==> src/rtl/core/qrs_pkg.sv <==
// Package for the quadratic root solver: sizes, codes and shared types.
`default_nettype none

package qrs_pkg;

    // Field sizes of the coefficients and of the fixed-point roots.
    localparam int COEF_BITS = 16;
    localparam int FRAC_BITS = 14;
    localparam int ROOT_W    = 32;
    localparam int CNT_W     = 2;

    // Derived datapath widths.
    localparam int PROD_W = 2 * COEF_BITS;
    localparam int DISC_W = 2 * COEF_BITS + 2;
    localparam int RAD_W  = 2 * COEF_BITS + 1 + 2 * FRAC_BITS;
    localparam int SQ_W   = (RAD_W + 1) / 2;
    localparam int RADP_W = 2 * SQ_W;
    localparam int REM_W  = SQ_W + 2;
    localparam int UN_W   = SQ_W + 1;
    localparam int NS_W   = UN_W + 1;
    localparam int DEN_W  = COEF_BITS + 1;
    localparam int DENS_W = COEF_BITS + 2;
    localparam int QN_W   = UN_W + 1;
    localparam int SAT_W  = (QN_W > ROOT_W) ? QN_W : ROOT_W + 1;
    localparam int LANES  = 2;

    // Saturation bounds of a root magnitude.
    localparam logic [SAT_W-1:0] SAT_NEG = SAT_W'(1) << (ROOT_W - 1);
    localparam logic [SAT_W-1:0] SAT_POS = SAT_NEG - SAT_W'(1);

    // Root count codes.
    typedef enum logic [CNT_W-1:0] {
        CNT_NONE = 2'd0,
        CNT_ONE  = 2'd1,
        CNT_TWO  = 2'd2,
        CNT_ALL  = 2'd3
    } t_count;

    typedef logic signed [COEF_BITS-1:0] t_coef;
    typedef logic signed [DISC_W-1:0]    t_disc;
    typedef logic signed [NS_W-1:0]      t_num;
    typedef logic signed [DENS_W-1:0]    t_den;

    // Item state carried alongside the square root pipeline.
    typedef struct packed {
        t_coef  coef_a;
        t_coef  coef_b;
        t_coef  coef_c;
        t_disc  disc;
        t_count count;
    } t_pre;

    // Item state carried alongside the divider pipeline.
    typedef struct packed {
        t_disc  disc;
        t_count count;
    } t_side;

endpackage

`default_nettype wire

==> src/rtl/core/qrs_disc.sv <==
// Front end: products, exact discriminant, case selection and radicand.
`default_nettype none

module qrs_disc (
    input  logic                         i_clk,
    input  logic                         i_rst_n,
    input  logic                         i_en,
    input  logic                         i_vld,
    input  qrs_pkg::t_coef               i_coef_a,
    input  qrs_pkg::t_coef               i_coef_b,
    input  qrs_pkg::t_coef               i_coef_c,
    output logic                         o_vld,
    output qrs_pkg::t_pre                o_pre,
    output logic [qrs_pkg::RADP_W-1:0]   o_rad
);

    logic                                r_vld1;
    qrs_pkg::t_coef                      r_a, r_b, r_c;
    logic signed [qrs_pkg::PROD_W-1:0]   r_bb, r_ac;

    logic                                r_vld2;
    qrs_pkg::t_pre                       r_pre;
    logic [qrs_pkg::RADP_W-1:0]          r_rad;

    qrs_pkg::t_disc                      n_disc;
    qrs_pkg::t_count                     n_count;
    logic [qrs_pkg::RADP_W-1:0]          n_rad;

    // Stage one: the two products.
    always_ff @(posedge i_clk) begin
        if (!i_rst_n) begin
            r_vld1 <= 1'b0;
        end else if (i_en) begin
            r_vld1 <= i_vld;
        end
    end

    always_ff @(posedge i_clk) begin
        if (i_en) begin
            r_a  <= i_coef_a;
            r_b  <= i_coef_b;
            r_c  <= i_coef_c;
            r_bb <= i_coef_b * i_coef_b;
            r_ac <= i_coef_a * i_coef_c;
        end
    end

    // Stage two: discriminant and the kind of equation.
    always_comb begin
        n_disc = qrs_pkg::t_disc'(r_bb) - (qrs_pkg::t_disc'(r_ac) <<< 2);
        if (r_a == '0) begin
            if (r_b != '0) begin
                n_count = qrs_pkg::CNT_ONE;
            end else if (r_c == '0) begin
                n_count = qrs_pkg::CNT_ALL;
            end else begin
                n_count = qrs_pkg::CNT_NONE;
            end
        end else if (n_disc > 0) begin
            n_count = qrs_pkg::CNT_TWO;
        end else if (n_disc == '0) begin
            n_count = qrs_pkg::CNT_ONE;
        end else begin
            n_count = qrs_pkg::CNT_NONE;
        end
        // Only two distinct roots need a square root; otherwise it is zero.
        if (n_count == qrs_pkg::CNT_TWO) begin
            n_rad = qrs_pkg::RADP_W'(n_disc[qrs_pkg::RAD_W-2*qrs_pkg::FRAC_BITS-1:0])
                    << (2 * qrs_pkg::FRAC_BITS);
        end else begin
            n_rad = '0;
        end
    end

    always_ff @(posedge i_clk) begin
        if (!i_rst_n) begin
            r_vld2 <= 1'b0;
        end else if (i_en) begin
            r_vld2 <= r_vld1;
        end
    end

    always_ff @(posedge i_clk) begin
        if (i_en) begin
            r_pre.coef_a <= r_a;
            r_pre.coef_b <= r_b;
            r_pre.coef_c <= r_c;
            r_pre.disc   <= n_disc;
            r_pre.count  <= n_count;
            r_rad        <= n_rad;
        end
    end

    assign o_vld = r_vld2;
    assign o_pre = r_pre;
    assign o_rad = r_rad;

endmodule

`default_nettype wire

==> config.mk <==
export PLATFORM = sky130hd
export DESIGN_NAME = qrs_disc
export DESIGN_NICKNAME = d
export VERILOG_FILES = /design/src/rtl/core/qrs_pkg.sv /design/src/rtl/core/qrs_disc.sv
export SDC_FILE = /design/constraint.sdc
export NUM_CORES = 2
export LEC_CHECK = 0
export BUFFER_PORTS_ARGS = -buffer_cell sky130_fd_sc_hd__clkbuf_2
export CAP_MARGIN = 5
export CORE_MARGIN = 5
export CORE_UTILIZATION = 60
export DETAILED_ROUTE_END_ITERATION = 8
export PLACE_DENSITY = 0.87
export SETUP_SLACK_MARGIN = 0.5
export SYNTH_ARGS = -nofsm -noshare
export SYNTH_HDL_FRONTEND = slang
export SYNTH_SLANG_ARGS = --single-unit
==> constraint.sdc <==
create_clock -name i_clk -period 8.25 [get_ports i_clk]
set_clock_uncertainty 0.05 [all_clocks]
set_input_delay 0.4125 -clock i_clk [delete_from_list [all_inputs] [get_ports i_clk]]
set_output_delay 0.4125 -clock i_clk [all_outputs]
set_load 0.02 [all_outputs]
## Yosys cells after proc, flatten, opt, wreduce, memory -nomap -nowiden

Cells that the tools add are included.

| cells by class | value |
|---|---|
| mux-type cells | 5 |
| magnitude comparators | 1 |
| reduce and logical (&&, ||, !) cells | 4 |
| $add $sub $neg | 1 |
| eq/ne operators | 1 |
| $mul | 2 |

Operator list:

| operator | number |
|---|---|
| $mul A16 B16 Y32 | 2 |
| $gt A34 B1 Y1 const B | 1 |
| $logic_not A34 Y1 | 1 |
| $sub A32 B34 Y34 | 1 |
| $logic_not A16 Y1 | 2 |
| $reduce_bool A16 Y1 | 1 |
| $mux W2 | 4 |
| $eq A2 B2 Y1 const B | 1 |
| $mux W1 | 1 |

| word-level totals | value |
|---|---|
| bits of input ports | 52 |
| word-level logic and storage cells | 28 |
| output and inout bits | 147 |
| flip-flop bits (word level) | 259 |

## Longest topological paths before layout

| depth | value |
|---|---|
| depth after elaboration | 6 |
| depth in mapped cells | 25 |
| mapped depth without buffers | 24 |

## Worst setup path before layout

OpenSTA, ideal clock, no wires.

| timing | value |
|---|---|
| kind | input port to flip-flop |
| from | in i_coef_c[1] |
| to | reg r_ac[30] (netlist bit), data pin |
| buffers on the path | 1 |
| required time | 7.942 ns |
| setup slack | 1.842 ns |
| library setup time | 0.258 ns |
| cell stages on the path | 22 |
| arrival | 6.100 ns |
| cells stage by stage | clkbuf_1 -> nand2_1 -> inv_1 -> fa_1 -> fa_1 -> fa_1 -> fa_1 -> fa_1 -> inv_1 -> fa_1 -> inv_1 -> ha_1 -> a21o_1 -> a21o_1 -> a21o_1 -> a21oi_1 -> nor2b_1 -> a311oi_1 -> or4b_1 -> a31o_2 -> a21oi_1 -> xnor2_1 |

| between the ends | value |
|---|---|
| word-level cells in the longest chain between the ends | 1 |

Ends and longest elaborated chain:

| what | line | source |
|---|---|---|
| from (decl) | qrs_disc.sv:11 | `input qrs_pkg::t_coef i_coef_c,` |
| $mul A16 B16 Y32 | qrs_disc.sv:44 | `r_ac <= i_coef_a * i_coef_c;` |
| to (signal assigned) | qrs_disc.sv:44 |  |
| to (decl) | qrs_disc.sv:19 | `logic signed [qrs_pkg::PROD_W-1:0] r_bb, r_ac;` |

No other way between the ends.
A chain may end at the register's enable or synchronous reset.

## Worst setup path in the final report

| timing | value |
|---|---|
| from | in i_coef_b[4] |
| to | reg r_bb[30] (netlist bit), data pin |

| between the ends | value |
|---|---|
| word-level cells in the longest chain between the ends | 1 |

Ends and longest elaborated chain:

| what | line | source |
|---|---|---|
| from (decl) | qrs_disc.sv:10 | `input qrs_pkg::t_coef i_coef_b,` |
| $mul A16 B16 Y32 | qrs_disc.sv:43 | `r_bb <= i_coef_b * i_coef_b;` |
| to (signal assigned) | qrs_disc.sv:43 |  |
| to (decl) | qrs_disc.sv:19 |  |

No other way between the ends.

==> metrics.md <==
| Metric | Value |
|---|---|
| Required time of the critical path | `8.50 ns` |
| Worst r2r path cells | `12` |
| Cell repeated most along the worst path | `sky130_fd_sc_hd__fa_1` |
| Post-layout net count | `3549` |
| Unrepaired setup endpoints after global routing | `no` |
| TNS Setup | `0 ns` |
| Ant. Diodes | `0` |
| Hold Fails Final Rpt | `0` |
| Final worst path period need | `6.549 ns` |
| Layout cells sized above 1 | `8.324%` |
| Number of sinks driven by the clock tree | `226` |
| Biggest fanout along the worst timing path | `22` |
| Max-slew violation count | `0` |
| Number of enable flip-flop cells after synthesis | `224` |
| Maximum number of buffers from clock root to sink | `3` |
| Max_slew headroom | `28.85%` |
| Run status | `complete, no violations` |
| Capture instance of the worst register-to-register path | `o_pre[1]` |
| Critical path start-end classification | `primary input to flop` |
| Clock tree from TritonCTS | `done` |
| Post-route fraction of the period consumed by the critical path | `79.39%` |
| Count of placed standard cells in the final layout, fillers left out | `3430` |
| # port buffers | `168` |
| Num ports | `199` |
| First-pass GRT wire length | `102.3 mm` |
| Primary FF master, synth | `sky130_fd_sc_hd__edfxtp_1` |
| Clock latency on the worst-skew pair | `0.57 ns` |
| Post-cts repair resize count | `0` |
| Initial antenna violation count | `0` |
| Number of flip-flops and latches in the synthesized netlist | `226` |
| Final setup margin | `1.701 ns` |
| Final count of negative-setup-slack endpoints | `0` |
| Width of the die | `225.5 um` |
| Routed WL | `62.42 mm` |
| Routed vias/inst | `5.486` |
| Post-synthesis sequential area ratio | `24.28%` |
| Async set-reset flop share out of synthesis | `0%` |
| XOR/XNOR share of the synthesized area | `3.331%` |
| DRC marker count from the first detailed-route iteration | `1493` |
| Number of routed nets with antenna violations | `0` |
| Count of mapped cells out of synthesis | `2673` |
| Largest net degree at the start of global routing | `113` |
| Maximum single-stage delay on the critical path | `0.51 ns` |
| GR Util All Layers | `25.22%` |
| Synth area leaders | `sky130_fd_sc_hd__fa_1, sky130_fd_sc_hd__edfxtp_1, sky130_fd_sc_hd__inv_1` |
| Critical register-to-register path startpoint | `r_ac[0]` |
| Leading cell types by count after synthesis | `sky130_fd_sc_hd__inv_1, sky130_fd_sc_hd__fa_1, sky130_fd_sc_hd__nand2_1` |
| Worst reg-to-reg setup slack | `3.74 ns` |
| Nature of the critical path endpoint | `flop` |
| Multiplexer share of the synthesized area | `0.1841%` |
| Cell type with the largest total area after synthesis | `sky130_fd_sc_hd__fa_1` |
| Synthesized area per cell | `10.43 um^2` |
| Fraction of the mapped netlist area in adder cells | `44.59%` |
| Die H | `225.5 um` |
| Startpoint types | `primary input` |
| Clock Root Buffer | `sky130_fd_sc_hd__clkbuf_16` |
| Initial core utilization | `60.24%` |
| Critical-path cell with the highest stage delay | `sky130_fd_sc_hd__fa_1` |
| Number of buffers added by the clock tree synthesis step | `27` |
| Via count of the first global-routing pass | `20550` |
| Grt ovf | `0` |
| Clock slew at the register clock pins of the worst setup and hold paths | `0.06 ns` |
| Ordered list of cells on the worst path | `clkbuf_2, and2_1, fa_1, inv_1, fa_1, fa_1, inv_1, fa_1, fa_1, inv_1, fa_1, inv_1, ha_1, a21o_1, a21o_1, a221o_1, nand2_1, a31oi_1, o21ai_0, a31oi_1, a41o_1, a21oi_1, xnor2_1` |
| Total DRC errors in the routed layout | `0` |
| Combinational family with the most area after synthesis | `adder cells` |
| Count of H-tree levels built during CTS | `1` |
| Achievable frequency | `152.7 MHz` |
| Die Outline Area | `50860 um^2` |
| Data arrival time at the worst-slack endpoint | `6.80 ns` |
| HPWL after detailed placement | `50.31 mm` |
| Placer's final routability congestion estimate | `0.9393` |
| Portion of synthesized cell area occupied by the leading cell type | `35.70%` |
| # rows | `79` |
| Measured slew at the worst slew-check pin | `1.054 ns` |
| Share of the synthesized area in compound gates (AO/OA/AOI/OAI) | `5.401%` |
| Post-synthesis share of cell area spent on and, or, nand and nor gates | `11.27%` |
| Wire length per cell | `18.20 um` |
| Combined area of all synthesized cells | `27870 um^2` |
| Placed cell count | `3380` |
| Synth Warn # | `0` |
| Number of buffers inserted for hold repair after clock tree synthesis | `0` |
| Class of the worst hold path | `primary input to flop` |
| Number of iterations in the first detailed-routing pass | `5` |
| Total setup buffers inserted after CTS | `0` |
| Most common cell in the netlist | `sky130_fd_sc_hd__inv_1` |
| Core area | `46260 um^2` |
| Area grow syn2layout | `7.336%` |
| Max-cap check violation count | `0` |
| Worst slack after detailed placement | `1.188 ns` |
| Distinct cell type count of the synthesized netlist | `70` |
| Critical path origin | `i_coef_b[4]` |
| Overall via count from detail_route | `18820` |
| Setup crit end | `r_bb[30]` |
==> layout by cell type (no fill, tap or decap), types with 9 or more instances in the layout <==
cell	instances
sky130_fd_sc_hd__nor4_1	15
sky130_fd_sc_hd__ha_1	198
sky130_fd_sc_hd__and2_1	164
sky130_fd_sc_hd__conb_1	30
sky130_fd_sc_hd__a31oi_1	19
sky130_fd_sc_hd__edfxtp_1	224
sky130_fd_sc_hd__xor2_1	31
sky130_fd_sc_hd__o21ai_0	33
sky130_fd_sc_hd__and3_1	12
sky130_fd_sc_hd__nor2_1	112
sky130_fd_sc_hd__nor2b_1	16
sky130_fd_sc_hd__nand2_1	241
sky130_fd_sc_hd__fa_1	497
sky130_fd_sc_hd__o21a_1	16
sky130_fd_sc_hd__clkbuf_2	167
sky130_fd_sc_hd__xnor2_1	75
sky130_fd_sc_hd__clkbuf_16	27
sky130_fd_sc_hd__nand2b_1	13
sky130_fd_sc_hd__nand3_1	19
sky130_fd_sc_hd__a21o_1	32
sky130_fd_sc_hd__inv_1	676
sky130_fd_sc_hd__nor3_1	9
sky130_fd_sc_hd__a21oi_1	59
==> state kept, by name, summed over array words and instances (netlist names) <==
signal and cells:
o_pre 82, o_rad 32, o_vld 1, r_a 16
r_ac 32, r_b 16, r_bb 30, r_c 16
r_vld1 1
==> kinds of logic (layout without fill, tap and decap cells) <==
group / count (synthesis) / after routing
XOR/XNOR: 106 / 106
adder cells (fa/ha/maj): 695 / 695
buffers and inverters: 776 / 897
AND/OR/NAND/NOR: 638 / 638
multiplexers: 5 / 5
AO/OA/AOI/OAI: 226 / 226
flip-flops: 226 / 226
other: 1 / 30
==> area by class of cell <==
| class | count | area [um^2] |
|---|---|---|
| Clock buffer | 34 | 701.9 |
| Clock inverter | 16 | 107.6 |
| Fill cell | 3541 | 16350 |
| Inverter | 676 | 2537 |
| Multi-Input combinational cell | 1700 | 18170 |
| Sequential cell | 226 | 6766 |
| Tap cell | 607 | 759.5 |
| Timing Repair Buffer | 171 | 873.3 |
==> layer usage <==
metal	global-route usage, %	vias up	wire (um)
met3	4.064	174	5011
met1	32.57	9481	23230
met2	43.79	736	31750
li1	-	8426	-
met4	8.571	0	2431
met5	0	-	0
==> metrics by stage <==
stage | hold WS (ns) | instance area [um^2] | util [%]
6_report | 0.02507 | 29910 | 64.66
5_1_grt | 0.03585 | 29910 | 64.66
2_1_floorplan | 0.3768 | 27980 | -
3_5_place_dp | 0.3855 | 29100 | 62.91
4_1_cts | 0.006154 | 29910 | 64.66
3_3_place_gp | 0.3800 | 29100 | 62.91
==> worst min path at each step <==
| stage | from | to | slack (ns) | cells after the start |
|---|---|---|---|---|
| 2_1_floorplan | r_c[1] | o_pre[37] | 0.38 | 0 |
| 3_3_place_gp | r_b[10] | o_pre[62] | 0.38 | 0 |
| 3_5_place_dp | r_a[5] | o_pre[73] | 0.39 | 0 |
| 4_1_cts | i_rst_n | r_vld1 | 0.006 | 2 |
| 5_1_grt | i_rst_n | o_vld | 0.04 | 2 |
| 6_report | i_rst_n | r_vld1 | 0.03 | 2 |
==> worst max-delay path: cells and delay by family <==
| family | cells | cell delay (ns) |
|---|---|---|
| buf+inv | 5 | 0.66 |
| fa+ha+maj | 7 | 3.21 |
| compound gates | 8 | 2.00 |
| xor+xnor | 1 | 0.08 |
| simple gates | 2 | 0.44 |
Power is not shown: default switching activity piles up to over one toggle a cycle in this logic, so the estimate is an artifact.
